[src/design/bisp_pkg.sv]
package bisp_pkg;

    // Configuration register indexes
    localparam int CfgIdxW  = 3;
    localparam int CfgDataW = 16;

    localparam logic [CfgIdxW-1:0] CFG_MAGIC      = 3'd0;
    localparam logic [CfgIdxW-1:0] CFG_HEADER_TYPE = 3'd1;
    localparam logic [CfgIdxW-1:0] CFG_DATA_TYPE  = 3'd2;
    localparam logic [CfgIdxW-1:0] CFG_GRAY_CODE  = 3'd3;
    localparam logic [CfgIdxW-1:0] CFG_RGB_CODE   = 3'd4;

    // Configuration reset values
    localparam logic [15:0] MAGIC_RST       = 16'hCAFE;
    localparam logic [7:0]  HEADER_TYPE_RST = 8'd0;
    localparam logic [7:0]  DATA_TYPE_RST   = 8'd1;
    localparam logic [7:0]  GRAY_CODE_RST   = 8'd0;
    localparam logic [7:0]  RGB_CODE_RST    = 8'd1;

    // Header block length in bytes: width, height, color
    localparam int HDR_BYTES = 9;

    // Output field widths
    localparam int DIM_OUT_W = 13;

    // Final status codes
    typedef enum logic [2:0] {
        ST_OK     = 3'd0,
        ST_MAGIC  = 3'd1,
        ST_TRUNC  = 3'd2,
        ST_HEADER = 3'd3,
        ST_PIXELS = 3'd4
    } status_t;

    typedef struct packed {
        logic [15:0] magic;
        logic [7:0]  header_type;
        logic [7:0]  data_type;
        logic [7:0]  gray_code;
        logic [7:0]  rgb_code;
    } cfg_t;

    typedef struct packed {
        logic       last_byte;
        logic [7:0] byte_value;
    } in_item_t;

    typedef struct packed {
        logic                 has_pixel;
        logic [7:0]           pixel_value;
        logic                 has_header;
        logic [DIM_OUT_W-1:0] image_width;
        logic [DIM_OUT_W-1:0] image_height;
        logic                 is_rgb;
        logic                 done_res;
        status_t              status;
    } result_t;

endpackage

[src/design/bisp_in_reg.sv]
module bisp_in_reg
(
    input  logic               clk,
    input  logic               rst_n,
    input  logic               s_tvalid,
    output logic               s_tready,
    input  bisp_pkg::in_item_t s_item,
    input  logic               take,
    output logic               vld,
    output bisp_pkg::in_item_t item
);
    import bisp_pkg::*;

    logic     vld_reg;
    in_item_t item_reg;

    // Space when empty or when the held item moves on this cycle
    assign s_tready = !vld_reg || take;
    assign vld      = vld_reg;
    assign item     = item_reg;

    // Valid flag
    always_ff @(posedge clk or negedge rst_n)
    begin
        if (!rst_n)
        begin
            vld_reg <= 1'b0;
        end
        else if (s_tready)
        begin
            vld_reg <= s_tvalid;
        end
    end

    // Item payload
    always_ff @(posedge clk)
    begin
        if (s_tvalid && s_tready)
        begin
            item_reg <= s_item;
        end
    end

endmodule

[src/design/bisp_parser.sv]
module bisp_parser
#(
    parameter int MAX_DIM = 4096
)
(
    input  logic               clk,
    input  logic               rst_n,
    input  logic               step,
    input  bisp_pkg::in_item_t item,
    input  bisp_pkg::cfg_t     cfg,
    output bisp_pkg::result_t  res,
    output logic               res_vld
);
    import bisp_pkg::*;

    localparam int     DimW   = $clog2(MAX_DIM + 1);
    localparam int     AreaW  = 2 * DimW;
    localparam int     TotW   = AreaW + 2;
    localparam longint MaxPix = longint'(MAX_DIM) * longint'(MAX_DIM) * 3;
    localparam int     PixW   = $clog2(MaxPix + 1);

    typedef enum logic [2:0] {
        PH_MAGIC0,
        PH_MAGIC1,
        PH_TYPE,
        PH_SIZE,
        PH_PAYLOAD,
        PH_ERROR
    } phase_t;

    typedef enum logic [1:0] {
        KIND_HEADER,
        KIND_BADFIRST,
        KIND_DATA,
        KIND_SKIP
    } kind_t;

    phase_t           phase_reg, phase_next;
    logic [1:0]       fcnt_reg, fcnt_next;
    logic [31:0]      asm_reg, asm_next;
    logic [30:0]      rem_reg, rem_next;
    kind_t            kind_reg, kind_next;
    logic [DimW-1:0]  width_reg, width_next;
    logic [DimW-1:0]  height_reg, height_next;
    logic             rgb_reg, rgb_next;
    logic [AreaW-1:0] area_reg, area_next;
    logic [PixW-1:0]  pcnt_reg, pcnt_next;
    status_t          err_reg, err_next;
    logic             hdr_seen_reg, hdr_seen_next;

    logic [7:0]       b;
    logic             last;
    logic [31:0]      word;
    logic [3:0]       hidx;
    logic [TotW-1:0]  total;
    logic             pix, hdr, blk_end, cnt_eq;
    logic [31:0]      w32, h32;
    status_t          err_fin;
    logic             rgb_fin;

    assign b    = item.byte_value;
    assign last = item.last_byte;

    // Image size in bytes from the latched header
    assign total = TotW'(area_reg) + (rgb_reg ? TotW'({area_reg, 1'b0}) : TotW'(0));

    // Header byte position inside the header block
    assign hidx = 4'(HDR_BYTES) - rem_reg[3:0];

    function automatic logic dim_ok(input logic [31:0] v);
        return !v[31] && (v <= 32'(MAX_DIM));
    endfunction

    // Per-byte parse step
    always_comb
    begin
        phase_next    = phase_reg;
        fcnt_next     = fcnt_reg;
        asm_next      = asm_reg;
        rem_next      = rem_reg;
        kind_next     = kind_reg;
        width_next    = width_reg;
        height_next   = height_reg;
        rgb_next      = rgb_reg;
        area_next     = area_reg;
        pcnt_next     = pcnt_reg;
        err_next      = err_reg;
        hdr_seen_next = hdr_seen_reg;
        pix           = 1'b0;
        hdr           = 1'b0;
        blk_end       = 1'b0;
        word          = '0;
        cnt_eq        = 1'b0;

        unique case (phase_reg)
            PH_MAGIC0:
            begin
                asm_next   = 32'(b);
                phase_next = PH_MAGIC1;
                if (last)
                begin
                    if (err_next == ST_OK) err_next = ST_MAGIC;
                    phase_next = PH_ERROR;
                end
            end
            PH_MAGIC1:
            begin
                if ({b, asm_reg[7:0]} != cfg.magic)
                begin
                    if (err_next == ST_OK) err_next = ST_MAGIC;
                    phase_next = PH_ERROR;
                end
                else
                begin
                    asm_next   = '0;
                    phase_next = PH_TYPE;
                    if (last)
                    begin
                        if (err_next == ST_OK) err_next = ST_TRUNC;
                        phase_next = PH_ERROR;
                    end
                end
            end
            PH_TYPE:
            begin
                if (!hdr_seen_reg)
                    kind_next = (b == cfg.header_type) ? KIND_HEADER : KIND_BADFIRST;
                else
                    kind_next = (b == cfg.data_type) ? KIND_DATA : KIND_SKIP;
                fcnt_next  = '0;
                asm_next   = '0;
                phase_next = PH_SIZE;
                if (last)
                begin
                    if (err_next == ST_OK) err_next = ST_TRUNC;
                    phase_next = PH_ERROR;
                end
            end
            PH_SIZE:
            begin
                word      = asm_reg | (32'(b) << {fcnt_reg, 3'b000});
                asm_next  = word;
                fcnt_next = fcnt_reg + 2'd1;
                if (fcnt_reg != 2'd3)
                begin
                    if (last)
                    begin
                        if (err_next == ST_OK) err_next = ST_TRUNC;
                        phase_next = PH_ERROR;
                    end
                end
                else if (word[31])
                begin
                    if (err_next == ST_OK) err_next = ST_TRUNC;
                    phase_next = PH_ERROR;
                end
                else
                begin
                    rem_next  = word[30:0];
                    fcnt_next = '0;
                    asm_next  = '0;
                    if (kind_reg == KIND_HEADER && word != 32'(HDR_BYTES))
                        kind_next = KIND_BADFIRST;
                    phase_next = PH_PAYLOAD;
                    if (word == '0)
                        blk_end = 1'b1;
                    else if (last)
                    begin
                        if (err_next == ST_OK) err_next = ST_TRUNC;
                        phase_next = PH_ERROR;
                    end
                end
            end
            PH_PAYLOAD:
            begin
                if (kind_reg == KIND_HEADER)
                begin
                    if (hidx < 4'd8)
                    begin
                        word     = asm_reg | (32'(b) << {hidx[1:0], 3'b000});
                        asm_next = word;
                        if (hidx[1:0] == 2'd3)
                        begin
                            if (!dim_ok(word))
                                kind_next = KIND_BADFIRST;
                            else if (hidx == 4'd3)
                                width_next = word[DimW-1:0];
                            else
                                height_next = word[DimW-1:0];
                            asm_next = '0;
                        end
                    end
                    else
                    begin
                        // Color byte; the gray code wins when both match
                        if (b == cfg.gray_code)
                            rgb_next = 1'b0;
                        else if (b == cfg.rgb_code)
                            rgb_next = 1'b1;
                        else
                            kind_next = KIND_BADFIRST;
                        area_next = AreaW'(width_reg) * AreaW'(height_reg);
                    end
                end
                else if (kind_reg == KIND_DATA)
                begin
                    if (TotW'(pcnt_reg) >= total)
                    begin
                        if (err_next == ST_OK) err_next = ST_PIXELS;
                        phase_next = PH_ERROR;
                    end
                    else
                    begin
                        pix       = 1'b1;
                        pcnt_next = pcnt_reg + PixW'(1);
                    end
                end
                rem_next = rem_reg - 31'd1;
                if (err_next == ST_OK)
                begin
                    if (rem_next == '0)
                        blk_end = 1'b1;
                    else if (last)
                    begin
                        err_next   = ST_TRUNC;
                        phase_next = PH_ERROR;
                    end
                end
            end
            default:
            begin
                // Error latched: wait for the last byte
            end
        endcase

        // End of a block
        if (blk_end && err_next == ST_OK)
        begin
            phase_next = PH_TYPE;
            if (!hdr_seen_reg)
            begin
                if (kind_next == KIND_HEADER)
                begin
                    hdr_seen_next = 1'b1;
                    hdr           = 1'b1;
                end
                else
                begin
                    err_next   = ST_HEADER;
                    phase_next = PH_ERROR;
                end
            end
        end

        // Pixel count check for the final status; on the header's own byte
        // the product is not registered yet, but no pixel has been seen
        if (hdr)
            cnt_eq = (width_reg == '0) || (height_reg == '0);
        else
            cnt_eq = (TotW'(pcnt_next) == total);

        // Status and color of this byte, before the end-of-file clear
        err_fin = err_next;
        rgb_fin = rgb_next;

        // Back to the start of a file after the last byte
        if (last)
        begin
            phase_next    = PH_MAGIC0;
            fcnt_next     = '0;
            asm_next      = '0;
            rem_next      = '0;
            kind_next     = KIND_HEADER;
            width_next    = '0;
            height_next   = '0;
            rgb_next      = 1'b0;
            area_next     = '0;
            pcnt_next     = '0;
            err_next      = ST_OK;
            hdr_seen_next = 1'b0;
        end
    end

    // Result fields; width and height are already latched when the header ends
    assign w32 = 32'(width_reg);
    assign h32 = 32'(height_reg);

    always_comb
    begin
        res_vld          = last || pix || hdr;
        res.has_pixel    = pix;
        res.pixel_value  = pix ? b : 8'd0;
        res.has_header   = hdr;
        res.image_width  = hdr ? w32[DIM_OUT_W-1:0] : '0;
        res.image_height = hdr ? h32[DIM_OUT_W-1:0] : '0;
        res.is_rgb       = hdr && rgb_fin;
        res.done_res     = last;
        res.status       = ST_OK;
        if (last)
        begin
            if (err_fin != ST_OK)
                res.status = err_fin;
            else
                res.status = cnt_eq ? ST_OK : ST_PIXELS;
        end
    end

    // Parse state
    always_ff @(posedge clk or negedge rst_n)
    begin
        if (!rst_n)
        begin
            phase_reg    <= PH_MAGIC0;
            fcnt_reg     <= '0;
            asm_reg      <= '0;
            rem_reg      <= '0;
            kind_reg     <= KIND_HEADER;
            width_reg    <= '0;
            height_reg   <= '0;
            rgb_reg      <= 1'b0;
            area_reg     <= '0;
            pcnt_reg     <= '0;
            err_reg      <= ST_OK;
            hdr_seen_reg <= 1'b0;
        end
        else if (step)
        begin
            phase_reg    <= phase_next;
            fcnt_reg     <= fcnt_next;
            asm_reg      <= asm_next;
            rem_reg      <= rem_next;
            kind_reg     <= kind_next;
            width_reg    <= width_next;
            height_reg   <= height_next;
            rgb_reg      <= rgb_next;
            area_reg     <= area_next;
            pcnt_reg     <= pcnt_next;
            err_reg      <= err_next;
            hdr_seen_reg <= hdr_seen_next;
        end
    end

endmodule

[src/design/bisp_out_reg.sv]
module bisp_out_reg
(
    input  logic              clk,
    input  logic              rst_n,
    input  logic              load,
    input  bisp_pkg::result_t res_in,
    output logic              free,
    output logic              vld,
    input  logic              rdy,
    output bisp_pkg::result_t res_out
);
    import bisp_pkg::*;

    logic    vld_reg;
    result_t res_reg;

    // Slot is free when empty or drained this cycle
    assign free    = !vld_reg || rdy;
    assign vld     = vld_reg;
    assign res_out = res_reg;

    // Valid flag
    always_ff @(posedge clk or negedge rst_n)
    begin
        if (!rst_n)
        begin
            vld_reg <= 1'b0;
        end
        else if (free)
        begin
            vld_reg <= load;
        end
    end

    // Result payload
    always_ff @(posedge clk)
    begin
        if (load && free)
        begin
            res_reg <= res_in;
        end
    end

endmodule

[src/design/block_image_stream_parser_unit.sv]
// Block image stream parser: takes one file byte per item on the s_ side
// (tlast on the file's final byte) and gives zero or one result item per
// byte on the m_ side: a pixel byte of a data block, the header fields when
// the header block completes, and on the final byte (m_tlast) the file
// status. A byte can be taken every clock cycle; each byte passes an input
// register, the parse logic and a result register. Flow stops only while
// the result register holds an item that m_tready has not taken. Write the
// cfg registers only while the block is idle.
module block_image_stream_parser_unit
#(
    parameter int MAX_DIM = 4096
)
(
    input  logic                             clk,
    input  logic                             rst_n,
    // Configuration write port
    input  logic                             cfg_we,
    input  logic [bisp_pkg::CfgIdxW-1:0]     cfg_index,
    input  logic [bisp_pkg::CfgDataW-1:0]    cfg_data,
    // Byte input
    input  logic                             s_tvalid,
    output logic                             s_tready,
    input  logic [7:0]                       s_tdata,   // [7:0] byte_value
    input  logic                             s_tlast,   // last_byte
    // Result output
    output logic                             m_tvalid,
    input  logic                             m_tready,
    output logic [39:0]                      m_tdata,   // [7:0] pixel_value,
                                                        // [20:8] image_width,
                                                        // [33:21] image_height,
                                                        // [34] is_rgb,
                                                        // [37:35] status, rest 0
    output logic [1:0]                       m_tuser,   // [0] has_pixel,
                                                        // [1] has_header
    output logic                             m_tlast    // done_res
);
    import bisp_pkg::*;

    cfg_t     cfg_reg;
    in_item_t s_item, item;
    logic     in_vld, step, out_free, res_vld;
    result_t  res, out_res;

    // Configuration registers
    always_ff @(posedge clk or negedge rst_n)
    begin
        if (!rst_n)
        begin
            cfg_reg.magic       <= MAGIC_RST;
            cfg_reg.header_type <= HEADER_TYPE_RST;
            cfg_reg.data_type   <= DATA_TYPE_RST;
            cfg_reg.gray_code   <= GRAY_CODE_RST;
            cfg_reg.rgb_code    <= RGB_CODE_RST;
        end
        else if (cfg_we)
        begin
            unique case (cfg_index)
                CFG_MAGIC:       cfg_reg.magic       <= cfg_data;
                CFG_HEADER_TYPE: cfg_reg.header_type <= cfg_data[7:0];
                CFG_DATA_TYPE:   cfg_reg.data_type   <= cfg_data[7:0];
                CFG_GRAY_CODE:   cfg_reg.gray_code   <= cfg_data[7:0];
                CFG_RGB_CODE:    cfg_reg.rgb_code    <= cfg_data[7:0];
                default:         ;
            endcase
        end
    end

    assign s_item.byte_value = s_tdata;
    assign s_item.last_byte  = s_tlast;

    // A held byte is parsed when the result slot can take its outcome
    assign step = in_vld && out_free;

    bisp_in_reg u_in_reg
    (
        .clk      (clk),
        .rst_n    (rst_n),
        .s_tvalid (s_tvalid),
        .s_tready (s_tready),
        .s_item   (s_item),
        .take     (step),
        .vld      (in_vld),
        .item     (item)
    );

    bisp_parser #(
        .MAX_DIM (MAX_DIM)
    ) u_parser
    (
        .clk     (clk),
        .rst_n   (rst_n),
        .step    (step),
        .item    (item),
        .cfg     (cfg_reg),
        .res     (res),
        .res_vld (res_vld)
    );

    bisp_out_reg u_out_reg
    (
        .clk     (clk),
        .rst_n   (rst_n),
        .load    (step && res_vld),
        .res_in  (res),
        .free    (out_free),
        .vld     (m_tvalid),
        .rdy     (m_tready),
        .res_out (out_res)
    );

    // Output packing
    assign m_tdata = {2'b00, out_res.status, out_res.is_rgb, out_res.image_height,
                      out_res.image_width, out_res.pixel_value};
    assign m_tuser = {out_res.has_header, out_res.has_pixel};
    assign m_tlast = out_res.done_res;

`ifndef SYNTHESIS
    // A pixel byte and header completion never share an item
    a_pix_hdr_excl: assert property (@(posedge clk) disable iff (!rst_n)
        m_tvalid |-> !(out_res.has_pixel && out_res.has_header))
        else $error("pixel and header flagged on one item");

    // Status is only carried by the final item
    a_status_done: assert property (@(posedge clk) disable iff (!rst_n)
        (m_tvalid && !out_res.done_res) |-> (out_res.status == ST_OK))
        else $error("status set on a non-final item");

    // A reported header never exceeds the dimension limit
    a_hdr_dims: assert property (@(posedge clk) disable iff (!rst_n)
        (m_tvalid && out_res.has_header) |->
            (32'(out_res.image_width) <= 32'(MAX_DIM) &&
             32'(out_res.image_height) <= 32'(MAX_DIM)))
        else $error("header dimension above limit");

    // A parsed byte that yields a result lands in the result register
    a_result_loaded: assert property (@(posedge clk) disable iff (!rst_n)
        (step && res_vld) |=> m_tvalid)
        else $error("result lost after parse step");
`endif

endmodule
[config.mk]
export PLATFORM = sky130hd
export DESIGN_NAME = block_image_stream_parser_unit
export DESIGN_NICKNAME = d
export VERILOG_FILES = /design/src/design/bisp_pkg.sv /design/src/design/bisp_in_reg.sv /design/src/design/bisp_parser.sv /design/src/design/bisp_out_reg.sv /design/src/design/block_image_stream_parser_unit.sv
export SDC_FILE = /design/constraint.sdc
export NUM_CORES = 1
export LEC_CHECK = 0
export BUFFER_PORTS_ARGS = -buffer_cell sky130_fd_sc_hd__buf_2
export CAP_MARGIN = 0
export CORE_MARGIN = 2
export CORE_UTILIZATION = 25
export DETAILED_ROUTE_END_ITERATION = 10
export SLEW_MARGIN = 20
export SYNTH_ARGS = -nofsm -noshare
export SYNTH_HDL_FRONTEND = slang
export SYNTH_SLANG_ARGS = --single-unit
[constraint.sdc]
create_clock -name clk -period 8.1 [get_ports clk]
set_input_delay 0 -clock clk [delete_from_list [all_inputs] [get_ports clk]]
set_output_delay 0 -clock clk [all_outputs]
set_load 0.005 [all_outputs]
Yosys cells after proc, flatten, opt, wreduce, memory -nomap -nowiden
Cells that the tools add are included.
{"block": "classes", "addsub": 5, "n_mul": 1, "n_div": 0, "magnitude_cmp": 3, "eq_ne": 30, "n_shift": 2, "mux": 111, "n_bitwise": 2, "reduce_logical": 52}
{"op": "$mux 26", "n": 9}
{"op": "$mux 32", "n": 7}
{"op": "$mux 13", "n": 14}
{"op": "$pmux 32 s5", "n": 1}
{"op": "$mux 3", "n": 31}
{"op": "$mux 31", "n": 3}
{"op": "$or 32x32->32", "n": 2}
{"op": "$shl 8x5->32", "n": 2}
{"op": "$pmux 31 s2", "n": 1}
{"op": "$eq 8x8->1", "n": 4}
{"op": "$le 32x13->1 const B", "n": 1}
{"op": "$logic_not 32->1", "n": 1}
{"op": "$ne 32x4->1 const B", "n": 1}
{"op": "$logic_not 31->1", "n": 1}
{"op": "$sub 31x1->31 const B", "n": 1}
{"op": "$pmux 3 s5", "n": 2}
{"op": "$add 26x28->28", "n": 1}
{"op": "$eq 26x28->1", "n": 1}
{"op": "$ge 26x28->1", "n": 1}
{"op": "$mux 2", "n": 14}
{"op": "$mux 27", "n": 1}
{"op": "$add 26x1->26 const B", "n": 1}
{"op": "$logic_not 13->1", "n": 2}
{"op": "$mul 13x13->26", "n": 1}
{"op": "other kinds (32)", "n": 103}
{"block": "word_totals", "regBits": 253, "latch_bits": 0, "ram_bits": 0, "rom_bits": 0, "output_inout_bits": 45, "memories": 0}

Depth between registers and ports, before layout
Gate-level depths: netlist of the first run.
{"block": "logic_depth", "ltp_word": 17, "depth_mapped": 26}

Hierarchy
A second synthesis of the first run with hierarchy kept.
{"block": "hier_totals", "cells_unflattened": 2337, "area_unflattened_um2": 21561.9}
{"mod": "bisp_parser", "n_inst": 1, "cells_each": 2169, "area_per_inst_um2": 18074.8, "seq_area_each_um2": 3828.7}
{"mod": "block_image_stream_parser_unit", "n_inst": 1, "cells_each": 110, "area_per_inst_um2": 1878.1, "seq_area_each_um2": 1217.4}
{"mod": "bisp_out_reg", "n_inst": 1, "cells_each": 45, "area_per_inst_um2": 1285.0, "seq_area_each_um2": 1256.2}
{"mod": "bisp_in_reg", "n_inst": 1, "cells_each": 13, "area_per_inst_um2": 324.1, "seq_area_each_um2": 295.3}

Worst setup path before layout of the first run
OpenSTA, ideal clock, no wires.
{"block": "synth_timing", "path_kind": "reg2reg", "from": "register u_parser.rgb_reg", "to": "register u_out_reg.res_reg (netlist bit u_out_reg.res_out[0]), enable pin", "setup_time_ns": 0.439, "t_arrival_ns": 6.512, "setup_slack_ns": 1.148, "path_stages_with_launch": 25, "path_buffers": 4, "period_less_slack_ns": 6.952, "path_cell_list": "dfrtp_1 > clkbuf_1 > clkbuf_1 > and2_1 > ha_1 > and3_1 > and3_1 > a2111oi_4 > a21boi_1 > or3_1 > a21oi_1 > xor2_1 > ha_1 > nand4_1 > nor4_1 > o21ai_0 > a311oi_1 > o21a_1 > clkbuf_1 > nand3_1 > a31oi_4 > and3_1 > buf_2 > nor3_1 > nor2_1"}
{"block": "synth_between", "elab_chain_cells": 17, "word_cells_on_any_way": 25}
{"item": "start, declared", "line_no": "bisp_parser.sv:45", "text": "logic rgb_reg, rgb_next;"}
{"item": "start signal, assigned", "line_no": "bisp_parser.sv:335", "text": "rgb_reg <= rgb_next;"}
{"item": "$mux 27 *", "line_no": "bisp_parser.sv:65", "text": "assign total = TotW'(area_reg) + (rgb_reg ? TotW'({area_reg, 1'b0}) : TotW'(0));"}
{"item": "$add 26x28->28 *", "line_no": "bisp_parser.sv:65"}
{"item": "$ge 26x28->1 *", "line_no": "bisp_parser.sv:207", "text": "if (TotW'(pcnt_reg) >= total)"}
{"item": "$mux 3", "line_no": "bisp_parser.sv:207"}
{"item": "$mux 3", "line_no": "bisp_parser.sv:205", "text": "else if (kind_reg == KIND_DATA)"}
{"item": "$mux 3", "line_no": "bisp_parser.sv:176", "text": "if (kind_reg == KIND_HEADER)"}
{"item": "$mux 3", "line_no": "bisp_parser.sv:95", "text": "unique case (phase_reg)"}
{"item": "$mux 3", "line_no": "bisp_parser.sv:223", "text": "else if (last)"}
{"item": "$mux 3", "line_no": "bisp_parser.sv:221", "text": "if (rem_next == '0)"}
{"item": "$mux 3", "line_no": "bisp_parser.sv:219", "text": "if (err_next == ST_OK)"}
{"item": "$pmux 3 s5", "line_no": "bisp_parser.sv:95"}
{"item": "$logic_not 3->1", "line_no": "bisp_parser.sv:237", "text": "if (blk_end && err_next == ST_OK)"}
{"item": "$logic_and 1x1->1", "line_no": "bisp_parser.sv:237"}
{"item": "$mux 1", "line_no": "bisp_parser.sv:237"}
{"item": "$logic_or 1x1->1 *", "line_no": "bisp_parser.sv:290", "text": "res_vld = last || pix || hdr;"}
{"item": "$logic_and 1x1->1 *", "line_no": "block_image_stream_parser_unit.sv:103", "text": ".load (step && res_vld),"}
{"item": "$logic_and 1x1->1 *", "line_no": "bisp_out_reg.sv:38", "text": "if (load && free)"}
{"item": "end signal, assigned", "line_no": "bisp_out_reg.sv:40", "text": "res_reg <= res_in;"}
{"item": "end, declared", "line_no": "bisp_out_reg.sv:15", "text": "result_t res_reg;"}
Mark *: on every way between the ends. The rest lies on a longest branch, timed or not. The select of a mux whose other input is x is not followed.
A chain may end at the register's enable or synchronous reset.

Worst setup path after layout of the first run
{"block": "layout_timing", "from": "register u_parser.rgb_reg", "to": "register u_out_reg.res_reg (netlist bit u_out_reg.res_out[2]) (data pin)"}
{"block": "layout_between", "elab_chain_cells": 17, "word_cells_on_any_way": 29}
{"item": "$mux 27 *", "line_no": "bisp_parser.sv:65"}
{"item": "$add 26x28->28 *", "line_no": "bisp_parser.sv:65"}
{"item": "$ge 26x28->1", "line_no": "bisp_parser.sv:207"}
{"item": "$mux 3", "line_no": "bisp_parser.sv:207"}
{"item": "$mux 3", "line_no": "bisp_parser.sv:205"}
{"item": "$mux 3", "line_no": "bisp_parser.sv:176"}
{"item": "$mux 3", "line_no": "bisp_parser.sv:95"}
{"item": "$mux 3", "line_no": "bisp_parser.sv:223"}
{"item": "$mux 3", "line_no": "bisp_parser.sv:221"}
{"item": "$mux 3", "line_no": "bisp_parser.sv:219"}
{"item": "$pmux 3 s5", "line_no": "bisp_parser.sv:95"}
{"item": "$logic_not 3->1", "line_no": "bisp_parser.sv:237"}
{"item": "$logic_and 1x1->1", "line_no": "bisp_parser.sv:237"}
{"item": "$mux 1", "line_no": "bisp_parser.sv:237"}
{"item": "$mux 1", "line_no": "bisp_parser.sv:257", "text": "if (hdr)"}
{"item": "$mux 3", "line_no": "bisp_parser.sv:304", "text": "res.status = cnt_eq ? ST_OK : ST_PIXELS;"}
{"item": "$mux 3 *", "line_no": "bisp_parser.sv:301", "text": "if (err_fin != ST_OK)"}
Marks and branches as above.

==> results of run 1 <==
through the flow:
step | utilization (%) | setup WS, ps
floorplan | - | 1150
global placement | 27.1 | 1020
detailed placement | 27.1 | 897
CTS | 28.8 | 819
global route | 28.8 | 127
finish | 28.8 | 779
metal layers:
metal | wire, µm | GRT usage [%] | vias up
met4 | 953 | 2.67 | 2
li1 | - | - | 8410
met1 | 29200 | 19.9 | 8764
met3 | 3750 | 1.48 | 72
met5 | 13 | 0 | -
met2 | 28800 | 22.7 | 588
area by class of cell:
cell class	count	area share [%]
Antenna cell	1	0.0102
Clock buffer	39	3.28
Clock inverter	17	1.14
Tap cell	1144	5.83
Multi-Input combinational cell	1818	56.4
Timing Repair Buffer	137	3.81
Inverter	172	2.63
Sequential cell	253	26.9
report_power, final:
| part | switching (µW) | total (µW) | internal (µW) |
|---|---|---|---|
| sequential | 582 | 2110 | 1530 |
| combinational | 1650 | 2750 | 1100 |
| clock | 580 | 1480 | 901 |
| total | 2810 | 6340 | 3530 |
cell usage after synthesis, types with 15 or more instances:
cell type / n / share of area [%]
inv_1: 169 / 2.9
nand2_1: 251 / 4.4
a21o_1: 20 / 0.70
nand4_1: 34 / 0.99
ha_1: 129 / 7.5
and2_1: 124 / 3.6
fa_1: 122 / 11
nand3_1: 48 / 1.1
mux2i_1: 15 / 0.70
o31ai_1: 19 / 0.66
and3_1: 19 / 0.55
a211oi_1: 23 / 0.80
a31oi_1: 17 / 0.49
edfxtp_1: 50 / 7.0
dfrtp_1: 190 / 22
xnor2_1: 84 / 3.4
nor3_1: 49 / 1.1
o21ai_0: 121 / 2.8
nand2b_1: 16 / 0.46
xor2_1: 46 / 1.9
mux2_2: 76 / 4.0
a21oi_1: 127 / 3.0
clkbuf_1: 102 / 1.8
nor2_1: 173 / 3.0
nor4_1: 37 / 1.1
a22o_1: 52 / 2.1
cell families (layout without fill, tap and decap cells):
kind of cell / Yosys count / after routing / synth area share, %
xor+xnor: 131 / 131 / 5.39
flops: 253 / 253 / 30.6
simple gates: 822 / 822 / 18.9
mux: 91 / 91 / 4.67
buf+inv: 294 / 365 / 5.20
fa+ha+maj: 252 / 252 / 18.9
compound gates: 520 / 520 / 16.3
other cells: 1 / 3 / 0.0174
path summary, 6_finish.rpt:
path | depth (start not counted) | endpoint | start | slack (ps)
max in group asynchronous | 4 | u_parser.area_reg[6] | rst_n | 5970
max | 23 | u_out_reg.res_out[2] | u_parser.rgb_reg | 780
min in group clk | 2 | u_in_reg.item[4] | s_tdata[4] | 130
min reg2reg | 2 | u_parser.area_reg[5] | u_parser.area_reg[5] | 510
min | 2 | u_parser.asm_reg[25] | rst_n | -1
max reg2reg | 23 | u_out_reg.res_out[2] | u_parser.rgb_reg | 780
==> qor.csv, run 1 <==
stage,metric,value,unit
final_layout,Syn-to-layout area delta,14.0,%
floorplanning,starting density of the core,25.3,%
clock_tree,Setup Buffers After CTS,0,
worst_setup_path,critical path's slowest cell,dfrtp_1,
global_route,first-pass GRT wire length,100000,µm
floorplanning,die area,0.0885,mm²
timing,Period minus WS final,7320,ps
clock_tree,cts bufs inserted,30,
route,ANT nets after route,0,
worst_setup_path,crit-path most repeated cell,a21oi_1,
placed_design,gpl congestion,0.921,
worst_setup_path,Setup CP Type,reg2reg,
timing,"Setup violations, final",0,
route,# DRC,0,
route,Total Routed Length,62700,µm
synth,post-synthesis sequential area ratio,30.6,%
power_and_ir_drop,Final Power,6340,µW
route,post-DR vias/cell,4.98,
clock_tree,hold_buf cts,34,
timing,Final Hold Vio Count,1,
worst_setup_path,Worst path max stage delay,630,ps
final_layout,post-route cell area,0.0245,mm²
timing,Rel. slew slack,32.3,%
floorplanning,die width,298,µm
clock_tree,Worst-Skew Late Latency,570,ps
final_layout,"commonest non-fill, non-tap cell in the layout",nand2_1,
floorplanning,Chip Height,298,µm
worst_setup_path,Worst setup SP type,flop,
synth,Mapped Area,0.0215,mm²
timing,Setup TNS,0,ps
global_route,vias in the first global route,17536,
floorplanning,I/O pin count,78,
synth,ys flop type,dfrtp_1,
worst_setup_path,required time worst endpoint,8420,ps
power_and_ir_drop,Max VDD drop,0.220,mV
floorplanning,row count,107,
timing,final critical-path share of the clock period,90.4,%
final_layout,Register Area,0.00660,mm²
placed_design,PortBufs,75,
global_route,pin count of the biggest net entering global routing,76,
clock_tree,H-tree Lvls,1,
final_layout,most frequent cells in the layout,"nand2_1, dfrtp_1, nor2_1",
synth,Async SR Flop Fraction,80.2,%
timing,Worst Tran Pin Value,1010,ps
timing,RSZ-0062 raised after global routing,false,
final_layout,final cell count without fillers,3581,
final_layout,fin nets,2696,
status,status,"complete, but fails checks",
route,routed length per instance,17.5,µm
clock_tree,CTS max path bufs,3,
clock_tree,"CTS clk-pin slew, worst paths",60,ps
global_route,antenna violations before repair,1,
placed_design,Post-DP HPWL,45100,µm
synth,Post-Synthesis Cells,2364,
route,router iterations before antenna repair,5,
global_route,GRT Residual Overflow,0,
clock_tree,clk root buf,clkbuf_16,
worst_setup_path,crit path max fanout,28,
synth,syn_area_per_cell,9.11,µm²
timing,hold_ws,-1.38,ps
global_route,total track usage,13.9,%
worst_setup_path,CP Cell Sequence,and2_1 -> ha_1 -> fa_1 -> a21oi_1 -> nor2_1 -> o31a_1 -> a21oi_2 -> a21oi_1 -> a21oi_1 -> xor2_1 -> ha_1 -> nand4_1 -> nor4_1 -> o21ai_0 -> a311oi_1 -> o21ai_0 -> o21ai_4 -> inv_2 -> nor4_1 -> o21ai_1 -> a2111oi_0 -> nand4_1 -> o211a_1,
timing,Final Skew,10.2,ps
route,DR iter-0 viols,1315,
timing,Max Slew Vio Count,0,
clock_tree,CTS resizes,0,
synth,Ys Warns,0,
power_and_ir_drop,pwr dens,258,mW/mm²
status,violated checks,hold timing,
clock_tree,TritonCTS clock tree,done,
placed_design,area post-placement,0.0231,mm²
worst_setup_path,Crit path buffers/inverters,1,
worst_setup_path,Worst Setup End Kind,flop,
synth,#FFs+latches synth,253,
final_layout,layout cell share with drive strength beyond 1,11.3,%
placed_design,placed cells,3490,
final_layout,max FFs per register,48,
timing,Max Fclk,137,MHz
synth,Post-synth EDFFs,50,
worst_setup_path,Top Family by Delay on Critical Path,compound AO/OA/AOI/OAI gates,
synth,Netlist cell types,94,
worst_setup_path,"Arr. time, crit path",7650,ps
hold_path,Min-Delay Path Class,in2async,
route,via count,17836,
clock_tree,CTS sink cnt,253,
run,max cap viols,0,
power_and_ir_drop,Leakage,0.0107,µW
floorplanning,Core Region,0.0853,mm²
final_layout,area used by multi-input combinational logic,0.0138,mm²
final_layout,Filler Cell Count,9078,
(Power assumes the default switching activity.)
==> run 2: changes to the inputs <==
- ABC_AREA: not set -> 1
- ABC_CLOCK_PERIOD_IN_PS: not set -> 8100
==> run 2 against run 1 <==
The run now ends clean. Non-clock buffer count is 12 lower. Sequential share of layout area is 0.75 points lower. Count of clock-buffer cells in the layout is 5 higher. Largest power group unchanged.
==> qor.csv, run 2 <==
stage,metric,value,unit,change
status,status,"finished, final reports clean",,
route,via count,20038,,+12%
route,router iterations before antenna repair,6,,+1
synth,ys flop type,dfrtp_1,,
timing,Setup TNS,0,ps,unchanged
route,routed length per instance,16.1,µm,-8.3%
final_layout,most frequent cells in the layout,"nand2_1, inv_1, nor2_1",,
power_and_ir_drop,Leakage,0.0125,µW,+16%
placed_design,gpl congestion,0.936,,+1.6%
route,# DRC,0,,unchanged
final_layout,# diodes,0,,-1
synth,Netlist cell types,59,,-37%
synth,#FFs+latches synth,253,,unchanged
global_route,GRT Residual Overflow,0,,unchanged
final_layout,post-route cell area,0.0253,mm²,+2.9%
final_layout,Syn-to-layout area delta,13.5,%,
synth,most common cell in the netlist,nand2_1,,
route,ANT nets after route,0,,unchanged
clock_tree,TritonCTS clock tree,done,,
worst_setup_path,"Arr. time, crit path",6740,ps,-910 ps
timing,Rel. slew slack,26.3,%,-6.0 points
synth,"top cells by count, synth","nand2_1, inv_1, nor2_1",,
global_route,pin count of the biggest net entering global routing,86,,+13%
placed_design,Post-DP HPWL,52600,µm,+17%
synth,Post-synth EDFFs,50,,unchanged
global_route,vias in the first global route,19401,,+11%
synth,post-synthesis sequential area ratio,29.6,%,-0.99 points
clock_tree,Worst-Skew Late Latency,570,ps,about the same
power_and_ir_drop,pwr dens,289,mW/mm²,+12%
floorplanning,I/O pin count,78,,unchanged
worst_setup_path,Worst path max stage delay,700,ps,+70 ps
clock_tree,H-tree Lvls,2,,+1
final_layout,"commonest non-fill, non-tap cell in the layout",nand2_1,,
timing,Worst Tran Pin Value,1100,ps,+88.8 ps
synth,Mapped Area,0.0223,mm²,+3.3%
global_route,first-pass GRT wire length,109000,µm,+9.0%
route,Total Routed Length,68600,µm,+9.4%
synth,Async SR Flop Fraction,80.2,%,unchanged
floorplanning,die area,0.0914,mm²,+3.3%
placed_design,PortBufs,75,,unchanged
synth,Ys Warns,0,,unchanged
worst_setup_path,crit-path most repeated cell,nand2_1,,
worst_setup_path,Worst Setup End Kind,flop,,
synth,Yosys top cell area share,21.4,%,-0.71 points
timing,Period minus WS final,6560,ps,-760 ps
timing,Max Fclk,152,MHz,+12%
hold_path,Min-Delay Path Class,in2async,,
global_route,total track usage,15.0,%,+1.1 points
clock_tree,CTS max path bufs,3,,unchanged
synth,syn_area_per_cell,7.35,µm²,-19%
floorplanning,row count,109,,+1.9%
synth,"area leader, netlist",dfrtp_1,,
worst_setup_path,required time worst endpoint,8280,ps,-140 ps
global_route,GR peak layer,met2,,
timing,"Setup violations, final",0,,unchanged
global_route,GRT met3 Usage,2.10,%,+0.63 points
final_layout,layout cell share with drive strength beyond 1,7.92,%,-3.4 points
floorplanning,Core Region,0.0882,mm²,+3.5%
run,max cap viols,0,,unchanged
timing,Final Skew,65.2,ps,+55.0 ps
worst_setup_path,Crit path buffers/inverters,3,,+2
final_layout,fin nets,3364,,+25%
worst_setup_path,Top Family by Delay on Critical Path,simple AND/OR/NAND/NOR gates,,
worst_setup_path,critical path's slowest cell,dfrtp_1,,
clock_tree,cts bufs inserted,34,,+13%
worst_setup_path,Setup CP Type,reg2reg,,
timing,final critical-path share of the clock period,81.0,%,-9.4 points
route,DR iter-0 viols,1729,,+31%
worst_setup_path,crit path max fanout,42,,+50%
synth,Post-Synthesis Cells,3026,,+28%
timing,Max Slew Vio Count,0,,unchanged
placed_design,area post-placement,0.0238,mm²,+3.0%
timing,Final Hold Vio Count,0,,-1
global_route,GRT met1 Usage,21.0,%,+1.1 points
clock_tree,clk root buf,clkbuf_16,,
power_and_ir_drop,Max VDD drop,0.150,mV,-32%
floorplanning,die width,302,µm,+1.6%
power_and_ir_drop,Final Power,7300,µW,+15%
clock_tree,"CTS clk-pin slew, worst paths",60,ps,about the same
final_layout,max FFs per register,48,,unchanged
global_route,antenna violations before repair,1,,unchanged
clock_tree,CTS sink cnt,253,,unchanged
synth,Area contributors post-synth,"dfrtp_1, nand2_1, fa_1, inv_1, ha_1",,
timing,RSZ-0062 raised after global routing,false,,
worst_setup_path,Worst setup SP type,flop,,
floorplanning,starting density of the core,25.2,%,-0.034 points
route,post-DR vias/cell,4.69,,-5.8%
floorplanning,Chip Height,302,µm,+1.6%
global_route,met2 GRT Util,23.5,%,+0.84 points
-- run 2: cell count changes after synthesis, moves of 29 or more --
cell and delta:
nand2_1 +513, mux2_2 -67, o22ai_1 +30, nor2_2 +29, a22o_1 -47, a21oi_1 -47
nor3_1 -33, inv_1 +360, and2_1 -124, nand3_1 +102, o21ai_0 +109, xnor2_1 -37
nor2_1 +74
-- run 2: timing repair --
action                     in CTS  in global routing
hold buffers                   28                  0
hold endpoints to repair      142                  0
setup endpoints to repair       0                  0
setup buffers                   0                  0
gates resized for setup         0                  0
-- run 2: layout make-up --
type,instances,area (µm²)
multi-input cells,2120,13200
repair buffers,125,831
inverters,546,2050
clock inverters,17,220
fillers,9518,63000
clock buffers,44,940
well taps,1165,1460
flip-flops and latches,253,6600
-- run 2: final timing paths --
kind                             startpoint                     to  slack, ps  cells after the start
max                        u_parser.rgb_reg  u_out_reg.res_out[12]       1540                     29
min                                   rst_n  u_parser.width_reg[2]         40                      2
max reg2reg                u_parser.rgb_reg  u_out_reg.res_out[12]       1540                     29
min reg2reg                     cfg_reg[34]            cfg_reg[34]        500                      2
max in group asynchronous             rst_n  u_parser.pcnt_reg[21]       6610                      3
min in group clk               cfg_index[0]            cfg_reg[29]         70                      3
-- run 2: cell families (layout without fill, tap and decap cells) --
logic type                 count (synthesis)  after routing  synth area share (%)
AOI/OAI and AO/OA                        450            450                  11.5
xor gates and xnor gates                  93             93                  3.73
adders and majority gates                251            251                  18.2
buffers and inverters                    654            732                  11.4
DFF                                      253            253                  29.6
muxes                                      9              9                 0.455
other                                      1              2                0.0169
and+or+nand+nor                         1315           1315                  25.1
-- run 2: per-stage QoR --
| stage | util, % | hold slack, ps | std cells | setup WS (ps) |
|---|---|---|---|---|
| floorplan | - | -296 | 3027 | 1730 |
| global placement | 27.0 | 56.5 | 4181 | 1640 |
| detailed placement | 27.0 | 63.1 | 4181 | 1520 |
| CTS | 28.6 | 33.2 | 4270 | 1490 |
| global route | 28.6 | 92.1 | 4270 | 860 |
| finish | 28.6 | 43.0 | 4270 | 1540 |
-- run 2: routing by layer --
| layer | part of all wire, % | up-vias |
|---|---|---|
| met3 | 5.9 | 128 |
| met1 | 46 | 9488 |
| li1 | - | 9760 |
| met4 | 3.9 | 0 |
| met2 | 44 | 662 |
| met5 | 0 | - |
-- run 2: where the power goes --
| part | total, µW | internal, µW | leakage [µW] | switching, µW |
|---|---|---|---|---|
| Sequential | 2080 | 1540 | 0.00318 | 545 |
| Combinational | 3650 | 1240 | 0.00875 | 2410 |
| Clock | 1570 | 930 | 0.000568 | 638 |
| Total | 7300 | 3710 | 0.0125 | 3590 |
==> run 3: changes to the inputs <==
- ABC_CLOCK_PERIOD_IN_PS: 8100 -> 6700
- clock period: 8.1 -> 6.7 ns (I/O delays scaled with it)
==> run 3 against run 2 <==
Via count grew 0.30%. Clock power rose by 18%. Combinational power grew 22%. Setup slack worse by 790 ps. Sequential share of layout area hardly changed. Utilization about the same. Register-to-register slack worse by 790 ps. Clock skew shrank 32 ps. Sequential power grew 19%. Largest cell class unchanged.
==> qor.csv, run 3 (same netlist as run 2, synthesis figures left out) <==
stage,metric,value,unit,change
worst_setup_path,Worst Reg-to-Reg Cells,28,,-3.4%
final_layout,max FFs per register,48,,unchanged
worst_setup_path,critical path's slowest cell,dfrtp_2,,
global_route,vias in the first global route,19809,,+2.1%
power_and_ir_drop,Power Internal,4450,µW,+20%
clock_tree,H-tree Lvls,2,,unchanged
final_layout,"commonest non-fill, non-tap cell in the layout",nand2_1,,
route,router iterations before antenna repair,6,,unchanged
route,routed length per instance,16.2,µm,+1.0%
global_route,antenna violations before repair,1,,unchanged
clock_tree,TritonCTS clock tree,done,,
power_and_ir_drop,Max VDD drop,0.180,mV,+20%
worst_setup_path,crit-path most repeated cell,nand2_1,,
placed_design,Post-DP HPWL,53000,µm,+0.72%
timing,Final Skew,33.1,ps,-32.2 ps
global_route,GRT Residual Overflow,0,,unchanged
placed_design,placed cells,4187,,+0.14%
clock_tree,CTS sink cnt,253,,unchanged
global_route,total track usage,15.2,%,+0.18 points
worst_setup_path,Worst Setup End Kind,flop,,
power_and_ir_drop,Leakage,0.0125,µW,+0.16%
final_layout,Syn-to-layout area delta,13.7,%,
power_and_ir_drop,NetSw,4370,µW,+21%
timing,Max Fclk,168,MHz,+10%
timing,Rel. slew slack,32.8,%,+6.5 points
final_layout,post-route cell area,0.0253,mm²,+0.17%
status,status,"finished, final reports clean",,
power_and_ir_drop,Final Power,8810,µW,+21%
timing,Max Slew Vio Count,0,,unchanged
timing,RSZ-0062 raised after global routing,false,,
worst_setup_path,Critical R2R Launch,u_parser.rgb_reg,,
hold_path,Min-Delay Path Class,in2async,,
timing,"Setup violations, final",0,,unchanged
clock_tree,cts bufs inserted,34,,unchanged
worst_setup_path,Worst setup SP type,flop,,
worst_setup_path,R2R setup slack,750,ps,-790 ps
worst_setup_path,required time worst endpoint,6940,ps,-1340 ps
global_route,first-pass GRT wire length,110000,µm,+1.0%
global_route,pin count of the biggest net entering global routing,79,,-8.1%
worst_setup_path,"Arr. time, crit path",6190,ps,-550 ps
worst_setup_path,R2R Path End,u_out_reg.res_out[24],,
timing,Setup TNS,0,ps,unchanged
floorplanning,Core Region,0.0882,mm²,unchanged
power_and_ir_drop,switching share of power,49.6,%,+0.35 points
final_layout,Filler Cell Count,9548,,+0.32%
route,# DRC,0,,unchanged
timing,Period minus WS final,5950,ps,-609 ps
power_and_ir_drop,pwr dens,348,mW/mm²,+20%
worst_setup_path,critical path startpoint,u_parser.rgb_reg,,
power_and_ir_drop,Seq pwr share,28.2,%,-0.3 points
worst_setup_path,Setup CP Type,reg2reg,,
clock_tree,clk root buf,clkbuf_16,,
route,via count,20099,,+0.30%
route,ANT nets after route,0,,unchanged
route,DR iter-0 viols,1888,,+9.2%
clock_tree,"CTS clk-pin slew, worst paths",60,ps,about the same
worst_setup_path,crit path max fanout,32,,-24%
final_layout,fin nets,3370,,+0.18%
placed_design,gpl congestion,0.919,,-1.7%
clock_tree,CTS max path bufs,3,,unchanged
floorplanning,I/O pin count,78,,unchanged
final_layout,layout cell share with drive strength beyond 1,8.19,%,+0.27 points
final_layout,most frequent cells in the layout,"nand2_1, inv_1, nor2_1",,
floorplanning,Chip Height,302,µm,unchanged
floorplanning,starting density of the core,25.2,%,unchanged
timing,Worst Tran Pin Value,1010,ps,-89.8 ps
power_and_ir_drop,combinational fraction of design power,50.8,%,+0.8 points
run,max cap viols,0,,unchanged
power_and_ir_drop,clock power share,21.1,%,-0.4 points
timing,final critical-path share of the clock period,88.8,%,+7.8 points
floorplanning,die area,0.0914,mm²,unchanged
placed_design,PortBufs,75,,unchanged
worst_setup_path,Worst path max stage delay,570,ps,-130 ps
final_layout,final cell count without fillers,4277,,+0.16%
final_layout,# diodes,0,,unchanged
floorplanning,row count,109,,unchanged
route,post-DR vias/cell,4.70,,+0.14%
floorplanning,die width,302,µm,unchanged
route,Total Routed Length,69400,µm,+1.2%
clock_tree,Worst-Skew Late Latency,570,ps,about the same
placed_design,area post-placement,0.0239,mm²,+0.24%
timing,Final Hold Vio Count,0,,unchanged
-- run 3: cell count changes in the layout (fill, tap and decap cells not counted), moves of 2 or more --
cell | before | now
a21oi_2 | 5 | 3
a21oi_4 | 1 | 3
buf_4 | 22 | 27
bufinv_16 | 3 | 1
clkinv_2 | 3 | 7
inv_6 | 3 | 5
-- run 3: how the worst max path moves through the flow --
stage,end,cells past startpoint,slack (ps)
after global placement,u_parser.area_reg[24],28,790
after global routing,u_out_reg.res_out[24],28,180
final,u_out_reg.res_out[24],28,750
after CTS,u_out_reg.res_out[23],28,580
after floorplan,u_out_reg.res_out[0],33,330
after detailed placement,u_out_reg.res_out[23],28,620
-- run 3: power by group through the flow --
stage               Combinational, µW  Sequential (µW)  Clock, µW
floorplan                        3450             2110          0
global placement                 4420             2500          0
detailed placement               4420             2490          0
CTS                              4470             2470       1910
global route                     5090             2530       1960
finish                           4470             2480       1860
-- run 3: layout make-up --
cell class,count,area (µm²),share of cell area [%]
clock buffers,44,951,3.76
clock inverters,18,179,0.707
inverters,546,2050,8.10
multi-input cells,2120,13200,52.1
flip-flops and latches,253,6600,26.1
well taps,1165,1460,5.76
repair buffers,131,888,3.51
-- run 3: what timing repair did --
item / CTS / global route
gates resized for setup: 0 / 1
setup endpoints to repair: 0 / 25
hold buffers: 28 / 0
setup buffers: 0 / 0
hold endpoints to repair: 135 / 0
-- run 3: per-layer routing --
layer / vias to the layer above / global-route usage (%) / part of all wire, %
met5: - / 0 / 0
met3: 115 / 2.57 / 6.2
met2: 645 / 24.3 / 45
li1: 9777 / - / -
met1: 9562 / 20.8 / 46
met4: 0 / 5.15 / 3.5
-- run 3: critical path: cells and delay by family (launching register included) --
| kind | cells | cell delay [ps] |
|---|---|---|
| xor+xnor | 1 | 430 |
| flops | 1 | 570 |
| buf+inv | 2 | 300 |
| compound gates | 6 | 1040 |
| fa+ha+maj | 3 | 1060 |
| simple gates | 16 | 2180 |
-- run 3: stage by stage --
stage	setup slack (ps)	hold WS (ps)	utilization, %
floorplan	326	-296	-
CTS	583	40.4	28.6
global route	180	87.0	28.7
global placement	788	56.0	27.0
finish	748	58.0	28.7
detailed placement	620	68.0	27.0
